### config.mk
export PLATFORM = sky130hd
export DESIGN_NAME = euclidean_gate_step_sequencer
export DESIGN_NICKNAME = d
export VERILOG_FILES = /design/src/egss_pkg.sv /design/src/egss_cfg.sv /design/src/egss_mod.sv /design/src/egss_ctrl.sv /design/src/euclidean_gate_step_sequencer.sv
export SDC_FILE = /design/constraint.sdc
export NUM_CORES = 1
export LEC_CHECK = 0
export BUFFER_PORTS_ARGS = -buffer_cell sky130_fd_sc_hd__buf_2
export CAP_MARGIN = 25
export CORE_AREA = 10 10 151 153
export DETAILED_ROUTE_END_ITERATION = 6
export DIE_AREA = 0 0 161 163
export HOLD_SLACK_MARGIN = 0.05
export PLACE_DENSITY = 0.54
export RECOVER_POWER = 100
export SYNTH_ARGS = -nofsm -noshare
export SYNTH_HDL_FRONTEND = slang
export SYNTH_SLANG_ARGS = --single-unit
### constraint.sdc
create_clock -name clk -period 9.2 [get_ports clk]
set_input_delay 1.84 -clock clk [delete_from_list [all_inputs] [get_ports clk]]
set_output_delay 1.84 -clock clk [all_outputs]
set_load 0.05 [all_outputs]
### src/egss_pkg.sv
`default_nettype none
package egss_pkg;

	localparam int SC_W     = 5;
	localparam int FC_W     = 6;
	localparam int ROT_W    = 4;
	localparam int IDX_W    = 4;
	localparam int APB_AW   = 4;
	localparam int APB_DW   = 32;
	localparam int MAX_STEPS_DEF = 16;

	localparam logic [1:0] REG_STEP_COUNT = 2'd0;
	localparam logic [1:0] REG_FILL_COUNT = 2'd1;
	localparam logic [1:0] REG_ROTATION   = 2'd2;

	localparam logic [SC_W-1:0]  STEP_COUNT_RST = SC_W'(8);
	localparam logic [FC_W-1:0]  FILL_COUNT_RST = '0;
	localparam logic [ROT_W-1:0] ROTATION_RST   = '0;

	typedef struct packed {
		logic [SC_W-1:0]         step_count;
		logic signed [FC_W-1:0]  fill_count;
		logic [ROT_W-1:0]        rotation;
	} cfg_t;

endpackage
`default_nettype wire

### src/egss_cfg.sv
`default_nettype none
module egss_cfg (
	input  wire logic                          clk,
	input  wire logic                          arst_n,
	input  wire logic                          psel,
	input  wire logic                          penable,
	input  wire logic                          pwrite,
	input  wire logic [egss_pkg::APB_AW-1:0]   paddr,
	input  wire logic [egss_pkg::APB_DW-1:0]   pwdata,
	output logic      [egss_pkg::APB_DW-1:0]   prdata,
	output logic                               pready,
	output egss_pkg::cfg_t                     cfg
);
	import egss_pkg::*;

	cfg_t cfg_q;
	logic wr_en;
	logic [1:0] reg_sel;

	assign reg_sel = paddr[3:2];
	assign wr_en   = psel & penable & pwrite;
	assign pready  = 1'b1;
	assign cfg     = cfg_q;

	always_ff @(posedge clk or negedge arst_n) begin
		if (!arst_n) begin
			cfg_q.step_count <= STEP_COUNT_RST;
			cfg_q.fill_count <= FILL_COUNT_RST;
			cfg_q.rotation   <= ROTATION_RST;
		end else if (wr_en) begin
			case (reg_sel)
				REG_STEP_COUNT: cfg_q.step_count <= pwdata[SC_W-1:0];
				REG_FILL_COUNT: cfg_q.fill_count <= pwdata[FC_W-1:0];
				REG_ROTATION:   cfg_q.rotation   <= pwdata[ROT_W-1:0];
				default: ;
			endcase
		end
	end

	always_comb begin
		case (reg_sel)
			REG_STEP_COUNT: prdata = APB_DW'(cfg_q.step_count);
			REG_FILL_COUNT: prdata = APB_DW'(cfg_q.fill_count);
			REG_ROTATION:   prdata = APB_DW'(cfg_q.rotation);
			default:        prdata = '0;
		endcase
	end

endmodule
`default_nettype wire

### src/egss_mod.sv
`default_nettype none
// Restoring remainder, one dividend bit per cycle.
module egss_mod #(
	parameter int PW = 5
) (
	input  wire logic            clk,
	input  wire logic            arst_n,
	input  wire logic            start,
	input  wire logic [2*PW-1:0] dividend,
	input  wire logic [PW-1:0]   divisor,
	output logic                 done,
	output logic [PW-1:0]        rem
);
	localparam int DW = 2 * PW;
	localparam int CW = $clog2(DW + 1);

	logic [DW-1:0] div_q;
	logic [PW-1:0] rem_q;
	logic [CW-1:0] cnt_q;
	logic          done_q;
	logic [PW:0]   trial;
	logic [PW:0]   diff;
	logic [PW-1:0] rem_nxt;

	assign trial   = {rem_q, div_q[DW-1]};
	assign diff    = trial - {1'b0, divisor};
	assign rem_nxt = (trial >= {1'b0, divisor}) ? diff[PW-1:0] : trial[PW-1:0];
	assign done    = done_q;
	assign rem     = rem_q;

	always_ff @(posedge clk or negedge arst_n) begin
		if (!arst_n) begin
			cnt_q  <= '0;
			done_q <= 1'b0;
		end else begin
			done_q <= 1'b0;
			if (start) begin
				cnt_q <= CW'(DW);
			end else if (cnt_q != '0) begin
				cnt_q <= cnt_q - 1'b1;
				if (cnt_q == CW'(1)) done_q <= 1'b1;
			end
		end
	end

	always_ff @(posedge clk) begin
		if (start) begin
			div_q <= dividend;
			rem_q <= '0;
		end else if (cnt_q != '0) begin
			div_q <= {div_q[DW-2:0], 1'b0};
			rem_q <= rem_nxt;
		end
	end

endmodule
`default_nettype wire

### src/egss_ctrl.sv
`default_nettype none
module egss_ctrl #(
	parameter int MAX_STEPS = egss_pkg::MAX_STEPS_DEF,
	parameter int PW        = 5
) (
	input  wire logic                         clk,
	input  wire logic                         arst_n,
	input  wire egss_pkg::cfg_t               cfg,
	input  wire logic                         in_valid,
	output logic                              in_ready,
	input  wire logic                         in_trigger,
	input  wire logic                         in_reset,
	output logic                              out_valid,
	input  wire logic                         out_ready,
	output logic [egss_pkg::IDX_W-1:0]        out_step,
	output logic                              out_gate,
	output logic                              out_loop,
	output logic                              mod_start,
	output logic [2*PW-1:0]                   mod_dividend,
	output logic [PW-1:0]                     mod_divisor,
	input  wire logic                         mod_done,
	input  wire logic [PW-1:0]                mod_rem
);
	import egss_pkg::*;

	localparam int NMAX = (MAX_STEPS < 31) ? MAX_STEPS : 31;
	localparam int DW   = 2 * PW;

	localparam logic [2:0] ST_IDLE  = 3'd0;
	localparam logic [2:0] ST_WPOS  = 3'd1;
	localparam logic [2:0] ST_PREP  = 3'd2;
	localparam logic [2:0] ST_MUL   = 3'd3;
	localparam logic [2:0] ST_PGO   = 3'd4;
	localparam logic [2:0] ST_WPROD = 3'd5;
	localparam logic [2:0] ST_EMIT  = 3'd6;

	logic [2:0]       state_q;
	logic [PW-1:0]    pos_q;
	logic             started_q;
	logic [PW-1:0]    n_q;
	logic [PW-1:0]    p_q;
	logic [PW-1:0]    i_q;
	logic             inv_q;
	logic [DW-1:0]    prod_q;
	logic             gate_q;
	logic             ov_q;
	logic [IDX_W-1:0] ostep_q;
	logic             ogate_q;
	logic             oloop_q;

	logic [PW-1:0]    n_c;
	logic             accept;
	logic             run_mod;
	logic             spec_c;
	logic             spec_gate_c;
	logic             inv_c;
	logic [PW-1:0]    p_c;
	logic [PW-1:0]    i_c;
	logic [PW:0]      hit_sum;
	logic             emit_go;
	int               n_i, f_i, mag_i, rot_i, idx_i;

	always_comb begin
		if (int'(cfg.step_count) > NMAX) n_c = PW'(NMAX);
		else if (cfg.step_count < SC_W'(2)) n_c = PW'(2);
		else n_c = PW'(cfg.step_count);
	end

	always_comb begin
		n_i = int'(n_q);
		f_i = int'(cfg.fill_count);
		if (f_i > n_i) f_i = n_i;
		if (f_i < -n_i) f_i = -n_i;
		mag_i = (f_i < 0) ? -f_i : f_i;
		rot_i = int'(cfg.rotation);
		if (rot_i > n_i - 1) rot_i = n_i - 1;
		idx_i = int'(pos_q) + n_i - rot_i;
		if (idx_i >= n_i) idx_i = idx_i - n_i;
		spec_c      = (f_i == 0) || (mag_i == n_i);
		spec_gate_c = (f_i == n_i);
		inv_c       = (f_i > 0);
		p_c         = PW'(n_i - mag_i);
		i_c         = PW'(idx_i);
	end

	assign in_ready = (state_q == ST_IDLE);
	assign accept   = in_valid & in_ready;
	assign run_mod  = accept & in_trigger & ~in_reset & started_q;
	assign emit_go  = (state_q == ST_EMIT) & (~ov_q | out_ready);
	assign hit_sum  = {1'b0, mod_rem} + {1'b0, p_q};

	assign mod_start    = run_mod | (state_q == ST_PGO);
	assign mod_dividend = (state_q == ST_PGO) ? prod_q : DW'({1'b0, pos_q} + 1'b1);
	assign mod_divisor  = (state_q == ST_IDLE) ? n_c : n_q;

	assign out_valid = ov_q;
	assign out_step  = ostep_q;
	assign out_gate  = ogate_q;
	assign out_loop  = oloop_q;

	always_ff @(posedge clk or negedge arst_n) begin
		if (!arst_n) begin
			state_q   <= ST_IDLE;
			pos_q     <= '0;
			started_q <= 1'b0;
			ov_q      <= 1'b0;
		end else begin
			if (emit_go) ov_q <= 1'b1;
			else if (out_ready) ov_q <= 1'b0;
			case (state_q)
				ST_IDLE: begin
					if (accept) begin
						if (run_mod) begin
							state_q <= ST_WPOS;
						end else if (in_trigger) begin
							pos_q     <= '0;
							started_q <= 1'b1;
							state_q   <= ST_PREP;
						end else if (in_reset) begin
							started_q <= 1'b0;
							pos_q     <= '0;
						end
					end
				end
				ST_WPOS: begin
					if (mod_done) begin
						pos_q   <= mod_rem;
						state_q <= ST_PREP;
					end
				end
				ST_PREP:  state_q <= spec_c ? ST_EMIT : ST_MUL;
				ST_MUL:   state_q <= ST_PGO;
				ST_PGO:   state_q <= ST_WPROD;
				ST_WPROD: if (mod_done) state_q <= ST_EMIT;
				ST_EMIT:  if (emit_go) state_q <= ST_IDLE;
				default:  state_q <= ST_IDLE;
			endcase
		end
	end

	always_ff @(posedge clk) begin
		if (accept) n_q <= n_c;
		if (state_q == ST_PREP) begin
			p_q    <= p_c;
			i_q    <= i_c;
			inv_q  <= inv_c;
			gate_q <= spec_gate_c;
		end
		if (state_q == ST_MUL) prod_q <= p_q * i_q;
		if (state_q == ST_WPROD && mod_done) gate_q <= (hit_sum >= {1'b0, n_q}) ^ inv_q;
		if (emit_go) begin
			ostep_q <= IDX_W'(pos_q);
			ogate_q <= gate_q;
			oloop_q <= (pos_q == '0);
		end
	end

endmodule
`default_nettype wire

### src/euclidean_gate_step_sequencer.sv
// Accept to result valid: two passes through the shared bit-serial remainder unit, first
// (pos+1) mod N, then (p*i) mod N; the first step after a reset skips the first pass, an
// all-on/all-off fill skips the second, and both together skip both.
// Input: after a trigger beat no beat is taken until its result enters the output register,
// which waits on a stalled earlier result; after a beat with no trigger the input stays ready.
// Reset: arst_n clears control, registers go to 8/0/0, and the next trigger gives step 0.
`default_nettype none
module euclidean_gate_step_sequencer #(
	parameter int MAX_STEPS = egss_pkg::MAX_STEPS_DEF
) (
	input  wire logic                         clk,
	input  wire logic                         arst_n,
	input  wire logic                         s_axis_tvalid,
	output logic                              s_axis_tready,
	input  wire logic [7:0]                   s_axis_tdata,  // trigger_event, reset_event
	output logic                              m_axis_tvalid,
	input  wire logic                         m_axis_tready,
	output logic [7:0]                        m_axis_tdata,  // step_index[3:0], gate_main, loop_start
	input  wire logic                         psel,
	input  wire logic                         penable,
	input  wire logic                         pwrite,
	input  wire logic [egss_pkg::APB_AW-1:0]  paddr,
	input  wire logic [egss_pkg::APB_DW-1:0]  pwdata,
	output logic      [egss_pkg::APB_DW-1:0]  prdata,
	output logic                              pready
);
	import egss_pkg::*;

	localparam int NMAX = (MAX_STEPS < 31) ? MAX_STEPS : 31;
	localparam int PW   = $clog2(NMAX + 1);

	cfg_t             cfg;
	logic             mod_start;
	logic [2*PW-1:0]  mod_dividend;
	logic [PW-1:0]    mod_divisor;
	logic             mod_done;
	logic [PW-1:0]    mod_rem;
	logic [IDX_W-1:0] out_step;
	logic             out_gate;
	logic             out_loop;

	egss_cfg u_cfg (
		.clk     (clk),
		.arst_n  (arst_n),
		.psel    (psel),
		.penable (penable),
		.pwrite  (pwrite),
		.paddr   (paddr),
		.pwdata  (pwdata),
		.prdata  (prdata),
		.pready  (pready),
		.cfg     (cfg)
	);

	egss_mod #(.PW(PW)) u_mod (
		.clk      (clk),
		.arst_n   (arst_n),
		.start    (mod_start),
		.dividend (mod_dividend),
		.divisor  (mod_divisor),
		.done     (mod_done),
		.rem      (mod_rem)
	);

	egss_ctrl #(.MAX_STEPS(MAX_STEPS), .PW(PW)) u_ctrl (
		.clk          (clk),
		.arst_n       (arst_n),
		.cfg          (cfg),
		.in_valid     (s_axis_tvalid),
		.in_ready     (s_axis_tready),
		.in_trigger   (s_axis_tdata[0]),
		.in_reset     (s_axis_tdata[1]),
		.out_valid    (m_axis_tvalid),
		.out_ready    (m_axis_tready),
		.out_step     (out_step),
		.out_gate     (out_gate),
		.out_loop     (out_loop),
		.mod_start    (mod_start),
		.mod_dividend (mod_dividend),
		.mod_divisor  (mod_divisor),
		.mod_done     (mod_done),
		.mod_rem      (mod_rem)
	);

	assign m_axis_tdata = {2'b00, out_loop, out_gate, out_step};

endmodule
`default_nettype wire

* Yosys cells after proc, flatten, opt, wreduce, memory -nomap -nowiden
Index checks and enable logic that the tools add are counted.
Cells by class: add/subtract/negate cells 11, multipliers 1, order comparisons 10, equal/unequal tests 18, multiplexer cells 38, bitwise gates (word level) 13, reductions and logical operators 18
Operators with widths (count):
- 2-to-1 mux 32 bit | 4
- one-hot mux 32 bit (3 select lines) | 1
- equality test 32 x 6 -> 1 bit | 2
- 2-to-1 mux 5 bit | 10
- >= comparator 32 x 6 -> 1 bit | 1
- > comparator 32 x 1 -> 1 bit, second input constant | 1
- > comparator 5 x 32 -> 1 bit | 1
- zero test 32 bit | 1
- < comparator 32 x 1 -> 1 bit, second input constant | 1
- < comparator 32 bit | 1
- negator 32 bit | 1
- negator 5 -> 32 bit | 1
- subtractor 7 x 32 -> 32 bit | 1
- 2-to-1 mux 10 bit | 3
- 2-to-1 mux 3 bit | 7
- one-hot mux 3 bit (7 select lines) | 1
- subtractor 5 bit | 3
- adder 5 x 5 -> 6 bit | 2
- >= comparator 6 x 5 -> 1 bit | 2
- multiplier 5 x 5 -> 10 bit | 1
- one-hot mux 5 bit (2 select lines) | 1
- AND reduction 5 bit | 2
- nonzero test 2 bit | 5
- equality test 3 bit, second input constant | 3
- 28 further kinds | 53
Word-level totals: register bits after elaboration 78, bits of input ports 51

* Longest topological paths before layout
Gate-level depths: netlist (run 1).
depth after elaboration 10, depth in mapped cells 28, depth with buffers taken out 28

* Hierarchy
From an unflattened synthesis (run 1), not the netlist that was laid out.
Unflattened totals: cell total of the unflattened synthesis 709, area, all modules 7051.8 µm²
By module, submodules not included:
- egss_ctrl | times used 1, cells an instance 527, area each 4906.0 µm²
- egss_mod | times used 1, cells an instance 97, area each 1136.1 µm²
- egss_cfg | times used 1, cells an instance 80, area each 975.9 µm²
- euclidean_gate_step_sequencer | times used 1, cells an instance 5, area each 33.8 µm²

* Worst setup path after synthesis (run 1)
Ideal clock, no wire load.
path type flip-flop to flip-flop, start reg u_ctrl.n_q[1], end reg u_ctrl.i_q[3], data pin, library setup time 0.260 ns, arrival time 5.208 ns, data required time 8.940 ns, setup slack 3.732 ns, stages on the path, launching flop included 26, path buffers 0, period minus slack after synthesis 5.468 ns, path through edfxtp_1 inv_1 ha_1 xor2_1 inv_1 ha_1 and4_1 nor4_1 nor2_1 o21ai_0 ha_1 inv_1 fa_1 a21o_1 a21oi_1 o21bai_1 a21oi_1 or2_2 ha_1 nand4_1 nor2_1 nand4_1 a21oi_1 nand3_1 a2bb2oi_2 mux2_2
RTL lines:
- from (decl) | RTL line egss_ctrl.sv:40 | logic [PW-1:0] n_q;
- from (signal assigned) | RTL line egss_ctrl.sv:142 | if (accept) n_q <= n_c;
- to (signal assigned) | RTL line egss_ctrl.sv:145 | i_q <= i_c;
- to (decl) | RTL line egss_ctrl.sv:42 | logic [PW-1:0] i_q;

* Worst setup path after layout (run 1)
start reg u_ctrl.n_q[4], end reg u_ctrl.state_q[0]
Between the ends: word-level cells in the longest chain between the ends 10, elaborated cells on any way between the ends 13, classes of those cells add/sub: 2; order compare: 3; eq/ne: 1; mux: 5; reduce/logical: 2
Ends and longest elaborated chain:
- > comparator 6 bit | RTL line egss_ctrl.sv:72 | if (f_i > n_i) f_i = n_i;
- 2-to-1 mux 32 bit | RTL line egss_ctrl.sv:72
- < comparator 32 bit | RTL line egss_ctrl.sv:73 | if (f_i < -n_i) f_i = -n_i;
- 2-to-1 mux 32 bit | RTL line egss_ctrl.sv:73
- negator 32 bit or < comparator 32 x 1 -> 1 bit (tied branches) | RTL line egss_ctrl.sv:74 | mag_i = (f_i < 0) ? -f_i : f_i;
- 2-to-1 mux 32 bit | RTL line egss_ctrl.sv:74
- equality test 32 x 6 -> 1 bit | RTL line egss_ctrl.sv:79 | spec_c = (f_i == 0) || (mag_i == n_i);
- logical OR 1 bit (*) | RTL line egss_ctrl.sv:79
- 2-to-1 mux 3 bit (*) | RTL line egss_ctrl.sv:131 | ST_PREP: state_q <= spec_c ? ST_EMIT : ST_MUL;
- one-hot mux 3 bit (7 select lines) (*) | RTL line egss_ctrl.sv:110 | case (state_q)
- to (signal assigned) | RTL line egss_ctrl.sv:131
- to (decl) | RTL line egss_ctrl.sv:37 | logic [2:0] state_q;
Every way passes the cells marked *; elsewhere a longest branch is shown, timed or not. A chain may end at the register's enable or synchronous reset.

==> flow_summary_export.csv, run 1 <==
group,metric,value,unit
power,leakage,3.28,nW
hold_path,min_path_type,"register to register",
cells_and_area,final_net_count,892,
worst_setup_path,startpoint_type,"register",
clocking,numCtsBuffers,9,
yosys,yosys-top-cells-count,"ha_1 (89), nand2_1 (75), inv_1 (56), nor2_1 (48), edfxtp_1 (43)",
global_route,grt_overflow_total,0,
power,peakVddDrop,145,µV
worst_setup_path,crit_path_start,"u_ctrl.n_q[4]$_DFFE_PP_",
clocking,cts_root_buffer,"clkbuf_16",
run,maxCapViolCount,2,
cells_and_area,antenna_cells,0,
clocking,clkLatencyLatePin,350,ps
global_route,grt_start_max_net_pins,31,
yosys,synth_ff_type,"edfxtp_1",
run_status,status,"complete, but fails checks",
yosys,yosysWarnings,0,
worst_setup_path,cp_data_required_time,9430,ps
power,power.density,394,nW/µm²
cells_and_area,fillerInstances,2066,
floorplan,die_area,26200,µm²
floorplan,coreArea,19900,µm²
floorplan,row_count,52,
clocking,clock_path_buffers,2,
yosys,syn_area_per_cell,9.49,µm²
drt,routed_via_density,4.75,
place,placed_area,7130,µm²
global_route,antenna_found_initial,0,
yosys,yosysMostFrequentCell,"ha_1",
timing,tns,0,ps
yosys,async_flop_share,0.385,
yosys,ys_ff_latch,78,
clocking,cts_tree,"yes",
timing,worstMarginPinSlew,1800,ps
yosys,ys_seq_area_frac,0.314,
yosys,synth_cell_types,67,
timing,setup_viol,0,
worst_setup_path,cp-end-kind,"register",
clocking,htreeDepth,3,
place,place_hpwl,11.6,mm
drt,drtPass1Iterations,4,
place,routabilityCongestion,0.797,
clocking,post_cts_buffers,0,
clocking,path_clk_slew,70,ps
timing,fmax,141,MHz
drt,vias,4807,
worst_setup_path,critPathCapture,"u_ctrl.state_q[0]$_DFFE_PN0P_",
yosys,synth_top_area_frac,0.189,
worst_setup_path,rr_startpoint,"u_ctrl.n_q[4]$_DFFE_PP_",
place,port_buffers,56,
clocking,cts_sinks,78,
cells_and_area,syn2layout_area_growth,7.89,%
drt,drt_wl_total,14.7,mm
yosys,synth_area_leader_cell,"edfxtp_1",
worst_setup_path,rrSetupSlack,2080,ps
timing,relSlewSlack,-0.213,
run_status,violations,"capacitance limit, slew limit",
drt,route.detailed.drc,0,
drt,drtAntennaViolNets,0,
timing,grt_setup_unrepaired,"no",
floorplan,die_x,161,µm
worst_setup_path,arrival,7350,ps
drt,wl_per_cell,14.5,µm
yosys,synth_area,6820,µm²
global_route,grt_pass1_vias,4876,
worst_setup_path,rr_worst_depth,21,
floorplan,start_util,0.343,
timing,fin_crit_sh,0.774,
worst_setup_path,path_class,"register to register",
timing,finalCriticalPeriod,7120,ps
global_route,grt.total_usage,0.116,
yosys,synth_cells,719,
power,total_power,0.00290,W
cells_and_area,layout-drive-gt1-share,0.0849,
yosys,synth_area_leaders,"edfxtp_1 (19%), ha_1 (16%), dfrtp_1 (11%)",
worst_setup_path,crit_fanout,17,
global_route,grt_pass1_wl,25.0,mm
timing,skew,8.46,ps
floorplan,io_pins,94,
timing,finalMaxSlewViolations,44,
clocking,cts_resized,0,
cells_and_area,final_area,7360,µm²
yosys,synth_edf_count,43,
timing,hold_viol,0,
floorplan,die_h,163,µm
drt,drtIter0Drc,194,
worst_setup_path,rr_endpoint,"u_ctrl.state_q[0]$_DFFE_PN0P_",
clocking,cts_hold_buf,0,
[registers in the layout, indices dropped and copies added (netlist names), 5 cells and up]
register and flops:
u_ctrl.i_q 5, u_ctrl.n_q 5, u_mod.rem 5, u_ctrl.pos_q 5, u_mod.div_q 10, u_ctrl.p_q 5, u_ctrl.prod_q 10, u_cfg.cfg 15
[routing by layer]
metal  global-route usage  wire length [µm]  vias to the layer above
met3               0.0192               413                       14
met5                    0                 0                        -
met1                0.148              7130                     2238
met2                0.198              6930                       51
met4               0.0352               197                        0
li1                     -                 -                     2504
[worst min-delay path by stage]
stage | cells past startpoint | slack (ps) | to | start
after CTS | 0 | 480 | u_ctrl.out_gate$_DFFE_PP_ | u_ctrl.gate_q$_DFFE_PP_
after floorplan | 0 | 400 | u_ctrl.out_gate$_DFFE_PP_ | u_ctrl.gate_q$_DFFE_PP_
after global routing | 0 | 470 | u_ctrl.out_gate$_DFFE_PP_ | u_ctrl.gate_q$_DFFE_PP_
after detailed placement | 0 | 460 | u_ctrl.out_gate$_DFFE_PP_ | u_ctrl.gate_q$_DFFE_PP_
after global placement | 0 | 460 | u_ctrl.out_gate$_DFFE_PP_ | u_ctrl.gate_q$_DFFE_PP_
final | 0 | 470 | u_ctrl.out_gate$_DFFE_PP_ | u_ctrl.gate_q$_DFFE_PP_
[worst max-delay path, cell delays in order, from the launching register on]
cell	delay [ps]
edfxtp_1	630
inv_1	290
ha_1	380
nor3b_2	160
o31ai_1	1450
o21ai_0	350
ha_1	410
a21o_1	180
a211oi_1	250
nor3_1	70
o22ai_1	220
o21ai_4	220
mux2i_1	390
inv_1	80
ha_1	260
nor2_1	140
xor2_1	80
ha_1	360
nand4_1	110
nor4_1	600
a21oi_1	150
a21o_1	200
[placed cells by master, fill, tap and decap left out, types with 12 or more instances in the layout]
cell,instances
ha_1,89
nand2_1,75
inv_1,56
nor2_1,48
edfxtp_1,43
o21ai_0,42
clkbuf_1,42
a21oi_1,39
dfrtp_1,29
xnor2_1,26
mux2i_1,23
a21o_1,16
mux2_2,16
fa_1,15
buf_2,14
nor2b_1,13
xor2_1,12
[per-stage QoR]
stage               utilization  hold slack, ps  setup WS [ps]  std cells
floorplan                     -             400           3730        720
global placement          0.358             457           2610        996
detailed placement        0.358             464           2560        996
CTS                       0.375             476           2520       1012
global route              0.370             475           1490       1012
finish                    0.370             466           2080       1012
[logic make-up after synthesis]
logic type,share of synthesized area
muxes,0.0690
buffers and inverters,0.0793
adders and majority gates,0.209
other,0.00110
and+or+nand+nor,0.161
AOI/OAI and AO/OA,0.118
xor gates and xnor gates,0.0488
DFF,0.314
[power by group]
part / switching [W] / leakage (nW) / internal [W]
Sequential: 0.000145 / 0.828 / 0.000554
Combinational: 0.000986 / 2.29 / 0.000825
Clock: 0.000153 / 0.158 / 0.000236
[layout make-up]
cell class,instances,area [µm²],area share
clock buffer,11,264,0.0359
clock inverter,5,61.3,0.00833
inverter,58,218,0.0296
multi-input combinational,533,4100,0.557
sequential,78,2140,0.291
tap,270,338,0.0459
timing repair buffer,57,235,0.0320
(Power assumes the default switching activity.)
==> run 2: changes to the inputs <==
ABC_AREA = 1   (was not set)
clock period = 7.2 ns   (was 9.2 ns; I/O delays follow)
==> run 2 against run 1 <==
Compared with the run above: the run still ends with capacitance limit, slew limit left; utilization is 0.36 points higher; worst setup slack worse by 890 ps; final cell count is 14% higher; clock-buffer cell count is 2 lower; design area is 0.97% higher; via count is 9.5% higher.
==> flow_summary_export.csv, run 2 <==
group,metric,value,unit
worst_setup_path,cp-end-kind,"register",
cells_and_area,stdcell_count,1156,
global_route,grt_start_max_net_pins,31,
clocking,clkLatencyLatePin,340,ps
yosys,synth_top_area_frac,0.189,
worst_setup_path,path_buf_inv,5,
drt,route.detailed.drc,0,
place,dp_cells,1138,
floorplan,die_x,161,µm
place,routabilityCongestion,0.831,
worst_setup_path,cp_data_required_time,7480,ps
clocking,htreeDepth,3,
global_route,grt_pass1_vias,5207,
drt,vias,5263,
worst_setup_path,startpoint_type,"register",
timing,finalCriticalPeriod,6010,ps
cells_and_area,layout_common_cells,"nand2_1 (161), inv_1 (145), ha_1 (89)",
place,place_hpwl,12.5,mm
drt,drtAntennaViolNets,0,
yosys,synth_edf_count,43,
drt,wl_per_cell,13.4,µm
cells_and_area,multi_input_area,3840,µm²
drt,routed_via_density,4.55,
timing,timing.hold.ws,443,ps
global_route,grt_overflow_total,0,
timing,hold_viol,0,
floorplan,start_util,0.344,
global_route,antenna_found_initial,0,
yosys,ys_ff_latch,78,
yosys,synth_area_leader_cell,"edfxtp_1",
clocking,cts_root_buffer,"clkbuf_16",
clocking,cts_resized,0,
yosys,yosysWarnings,0,
hold_path,min_path_type,"register to register",
worst_setup_path,cpMostUsedCell,"nand2_1",
run_status,violations,"capacitance limit, slew limit",
cells_and_area,fin_util,0.373,
drt,drtIter0Drc,272,
yosys,yosys-top-cells-count,"nand2_1 (156), inv_1 (145), ha_1 (89), nor2_1 (73), o21ai_0 (50)",
worst_setup_path,path_class,"register to register",
yosys,synth_cell_types,51,
yosys,synth_cells,848,
cells_and_area,final_net_count,1036,
cells_and_area,layout-drive-gt1-share,0.0632,
worst_setup_path,slowest_delay,700,ps
floorplan,coreArea,19900,µm²
clocking,clock_path_buffers,2,
worst_setup_path,critPathSlowestCell,"edfxtp_1",
run_status,status,"complete, but fails checks",
clocking,cts_tree,"yes",
timing,finalMaxSlewViolations,31,
timing,worstMarginPinSlew,1750,ps
clocking,path_clk_slew,70,ps
worst_setup_path,critPathTopFamily,"simple AND/OR/NAND/NOR gates",
run,maxCapViolCount,1,
worst_setup_path,crit_fanout,12,
floorplan,die_area,26200,µm²
drt,drt_wl_total,15.5,mm
global_route,grt.total_usage,0.121,
timing,fin_crit_sh,0.834,
yosys,syn_area_per_cell,8.08,µm²
floorplan,row_count,52,
yosys,synth_area_leaders,"edfxtp_1 (19%), ha_1 (16%), dfrtp_1 (11%)",
cells_and_area,largest_reg_flops,15,
clocking,cts_sinks,78,
place,port_buffers,56,
cells_and_area,antenna_cells,0,
timing,tns,0,ps
worst_setup_path,arrival,6290,ps
yosys,synth_ff_type,"edfxtp_1",
timing,relSlewSlack,-0.169,
floorplan,die_h,163,µm
floorplan,io_pins,94,
clocking,post_cts_buffers,0,
clocking,numCtsBuffers,9,
yosys,synth_area,6850,µm²
cells_and_area,seq_area,2140,µm²
timing,setup_viol,0,
global_route,grt_pass1_wl,26.2,mm
timing,fmax,166,MHz
yosys,yosysMostFrequentCell,"nand2_1",
drt,drtPass1Iterations,4,
cells_and_area,fillerInstances,2154,
timing,grt_setup_unrepaired,"no",
clocking,cts_hold_buf,0,
timing,skew,14.1,ps
yosys,ys_seq_area_frac,0.313,
yosys,async_flop_share,0.385,
cells_and_area,syn2layout_area_growth,8.50,%
cells_and_area,final_common_cell,"nand2_1",
-- run 2: cell types whose count changed after synthesis, sizes merged, moves of 16 or more --
cell,change
nor2,+27
inv,+89
mux2i,-23
xnor2,-16
and2,-16
mux2,-18
nand3,+29
nand2,+97
-- run 2: cell type report --
type                    instances  share of cell area
repair buffers                 60              0.0338
clock inverters                 7              0.0108
multi-input cells             585               0.517
inverters                     147              0.0743
flip-flops and latches         78               0.288
well taps                     270              0.0455
clock buffers                   9              0.0303
-- run 2: worst paths after layout --
kind                                         startpoint                             to  slack [ps]  cells after the start
worst max-delay path            u_ctrl.n_q[3]$_DFFE_PP_  u_ctrl.state_q[2]$_DFFE_PN0P_        1190                     37
worst min-delay path            u_ctrl.gate_q$_DFFE_PP_      u_ctrl.out_gate$_DFFE_PP_         440                      0
min in group asynchronous                        arst_n    u_ctrl.pos_q[2]$_DFFE_PN0P_        1550                      1
worst min register to register  u_ctrl.gate_q$_DFFE_PP_      u_ctrl.out_gate$_DFFE_PP_         440                      0
worst max register to register  u_ctrl.n_q[3]$_DFFE_PP_  u_ctrl.state_q[2]$_DFFE_PN0P_        1190                     37
max in group asynchronous                        arst_n      u_cfg.cfg[10]$_DFFE_PN0P_        4630                      1
-- run 2: through the flow --
step                setup WS, ps  instance area (µm²)
global placement            1560                 7200
detailed placement          1570                 7210
CTS                         1500                 7510
finish                      1190                 7430
global route                 456                 7430
floorplan                   2310                 6850
-- run 2: logic make-up (layout without fill, tap and decap cells) --
logic type,count (synthesis),in the layout,share of synthesized area
fa+ha+maj,104,104,0.206
other cells,2,3,0.00110
buf+inv,186,223,0.121
flops,78,78,0.313
simple gates,313,313,0.204
xor+xnor,34,34,0.0435
compound gates,129,129,0.108
mux,2,2,0.00311
-- run 2: metal layers --
metal,track usage,part of all wire,vias up
li1,-,-,2808
met1,0.163,0.51,2375
met2,0.197,0.46,74
met3,0.0238,0.031,6
met4,0.0289,0.0044,0
met5,0,0,-
-- run 2: worst reg2reg max path: cells and delay by family, from the launching register on --
family,cells,cell delay (ps)
buffers and inverters,5,560
adders and majority gates,4,1180
AOI/OAI and AO/OA,4,1330
DFF,1,700
and+or+nand+nor,24,2190
Power of run 2 is left out: the tool's default activity adds up to more than one toggle a clock period on the data nets, which glitch-free logic cannot reach.
==> run 3: changes to the inputs <==
ABC_AREA = 0   (was 1)
PLACE_DENSITY = 0.55   (was 0.54)
clock period = 5.5 ns   (was 7.2 ns; I/O delays follow)
==> run 3 against run 2 <==
Compared with the run above: the flow still finishes with violations (capacitance limit, slew limit); global-route usage shrank 0.087 points; register-to-register slack lost 860 ps; critical path depth shrank 8; critical endpoint is now u_ctrl.i_q[3]$_DFFE_PP_.
==> flow_summary_export.csv, run 3 (synthesis gave the netlist of run 1 again) <==
group,metric,value,unit
hold_path,min_path_type,"register to register",
timing,finalMaxSlewViolations,31,
timing,skew,10.5,ps
cells_and_area,antenna_cells,0,
global_route,grt_overflow_total,0,
global_route,grt.total_usage,0.120,
floorplan,die_h,163,µm
clocking,clock_path_buffers,2,
drt,routed_via_density,4.68,
power,leakage,3.58,nW
floorplan,io_pins,94,
cells_and_area,final_common_cell,"ha_1",
run_status,violations,"capacitance limit, slew limit",
clocking,cts_root_buffer,"clkbuf_16",
worst_setup_path,arrival,5270,ps
power,total_power,0.00549,W
floorplan,row_count,52,
run_status,status,"complete, but fails checks",
worst_setup_path,path_class,"register to register",
cells_and_area,fin_util,0.400,
worst_setup_path,crit_fanout,5,
power,peakVddDrop,265,µV
place,port_buffers,56,
timing,relSlewSlack,-0.161,
worst_setup_path,critPathTopFamily,"simple AND/OR/NAND/NOR gates",
floorplan,coreArea,19900,µm²
cells_and_area,syn2layout_area_growth,16.8,%
drt,drtIter0Drc,150,
worst_setup_path,slowest_delay,470,ps
clocking,cts_tree,"yes",
place,place_hpwl,12.0,mm
global_route,grt_pass1_wl,25.9,mm
worst_setup_path,cpMostUsedCell,"a21oi_2",
floorplan,die_area,26200,µm²
drt,drtAntennaViolNets,0,
global_route,grt_start_max_net_pins,31,
drt,route.detailed.drc,0,
clocking,htreeDepth,3,
global_route,antenna_found_initial,0,
drt,wl_per_cell,14.1,µm
cells_and_area,largest_reg_flops,15,
worst_setup_path,cp_data_required_time,5600,ps
global_route,grt_pass1_vias,5050,
clocking,clkLatencyLatePin,350,ps
clocking,cts_hold_buf,0,
timing,fin_crit_sh,0.939,
clocking,path_clk_slew,70,ps
place,routabilityCongestion,0.818,
timing,hold_viol,0,
floorplan,die_x,161,µm
cells_and_area,layout-drive-gt1-share,0.175,
cells_and_area,layout_common_cells,"ha_1 (86), nand2_1 (75), inv_1 (54)",
worst_setup_path,critPathSlowestCell,"edfxtp_1",
floorplan,start_util,0.343,
cells_and_area,final_net_count,948,
run,maxCapViolCount,1,
timing,fmax,194,MHz
drt,drt_wl_total,15.0,mm
worst_setup_path,cp-end-kind,"register",
timing,setup_viol,0,
clocking,cts_sinks,78,
power,power.density,688,nW/µm²
cells_and_area,fillerInstances,2024,
timing,worstMarginPinSlew,1740,ps
timing,finalCriticalPeriod,5170,ps
worst_setup_path,startpoint_type,"register",
drt,vias,4999,
worst_setup_path,path_buf_inv,3,
clocking,numCtsBuffers,9,
drt,drtPass1Iterations,4,
==> run 3: changes by cell type in the layout (fill, tap and decap cells not counted), sizes merged, moves of 18 or more <==
cell,before,now
buf,17,68
mux2,1,19
nand2,172,75
inv,150,58
mux2i,1,24
nor2,75,48
nand3,39,10
==> run 3: metrics by stage <==
stage	TNS [ps]	hold slack, ps	std cells	cell area [µm²]	worst slack [ps]
after global routing	-46.9	457	1068	7970	-16.4
after global placement	-401	435	1043	7500	-111
after CTS	0	451	1059	7850	2.54
final	0	451	1068	7970	334
after floorplan	0	400	720	6820	32.2
after detailed placement	-376	437	1043	7500	-109
==> run 3: path summary, 6_finish.rpt <==
kind                                              start  slack [ps]                         end  cells past startpoint
worst max register to register  u_ctrl.n_q[1]$_DFFE_PP_         330     u_ctrl.i_q[3]$_DFFE_PP_                     29
max in group asynchronous                        arst_n        3280    u_cfg.cfg[0]$_DFFE_PN0P_                      1
worst max-delay path            u_ctrl.n_q[1]$_DFFE_PP_         330     u_ctrl.i_q[3]$_DFFE_PP_                     29
worst min-delay path            u_ctrl.gate_q$_DFFE_PP_         450   u_ctrl.out_gate$_DFFE_PP_                      0
min in group asynchronous                        arst_n        1200  u_mod.cnt_q[1]$_DFFE_PN0P_                      1
worst min register to register  u_ctrl.gate_q$_DFFE_PP_         450   u_ctrl.out_gate$_DFFE_PP_                      0
==> run 3: layer usage <==
layer / part of all wire / global-route usage / routed length (µm) / vias to the layer above
li1: - / - / - / 2609
met1: 0.49 / 0.157 / 7390 / 2307
met5: 0 / 0 / 0 / -
met4: 0.014 / 0.0389 / 214 / 0
met2: 0.46 / 0.198 / 6960 / 67
met3: 0.032 / 0.0220 / 474 / 16
==> run 3: where the power goes <==
group	switching, W	internal [W]
Clock	0.000251	0.000409
Combinational	0.00185	0.00184
Sequential	0.000208	0.000927
Total	0.00231	0.00318
==> run 3: cell type report <==
type	instances	area, µm²	area share
well taps	270	338	0.0424
repair buffers	113	657	0.0824
multi-input cells	533	4280	0.537
clock buffers	13	283	0.0355
clock inverters	3	47.5	0.00597
inverters	58	218	0.0273
flip-flops and latches	78	2140	0.269
==> run 3: worst reg2reg max path: cells and delay by family, from the launching register on <==
family | cells | cell delay, ps
AND/OR/NAND/NOR | 11 | 1400
XOR/XNOR | 1 | 180
multiplexers | 1 | 330
flip-flops | 1 | 470
adder cells (fa/ha/maj) | 4 | 980
AO/OA/AOI/OAI | 9 | 1220
buffers and inverters | 3 | 330
==> run 3: repair_timing <==
item | 4_1_cts | 5_1_grt
setup buffers | 0 | 8
cloned | 0 | 0
hold endpoints to repair | 0 | 0
endpoints found under the setup margin | 5 | 5
gates resized for setup | 4 | 29
pin swaps | 0 | 15
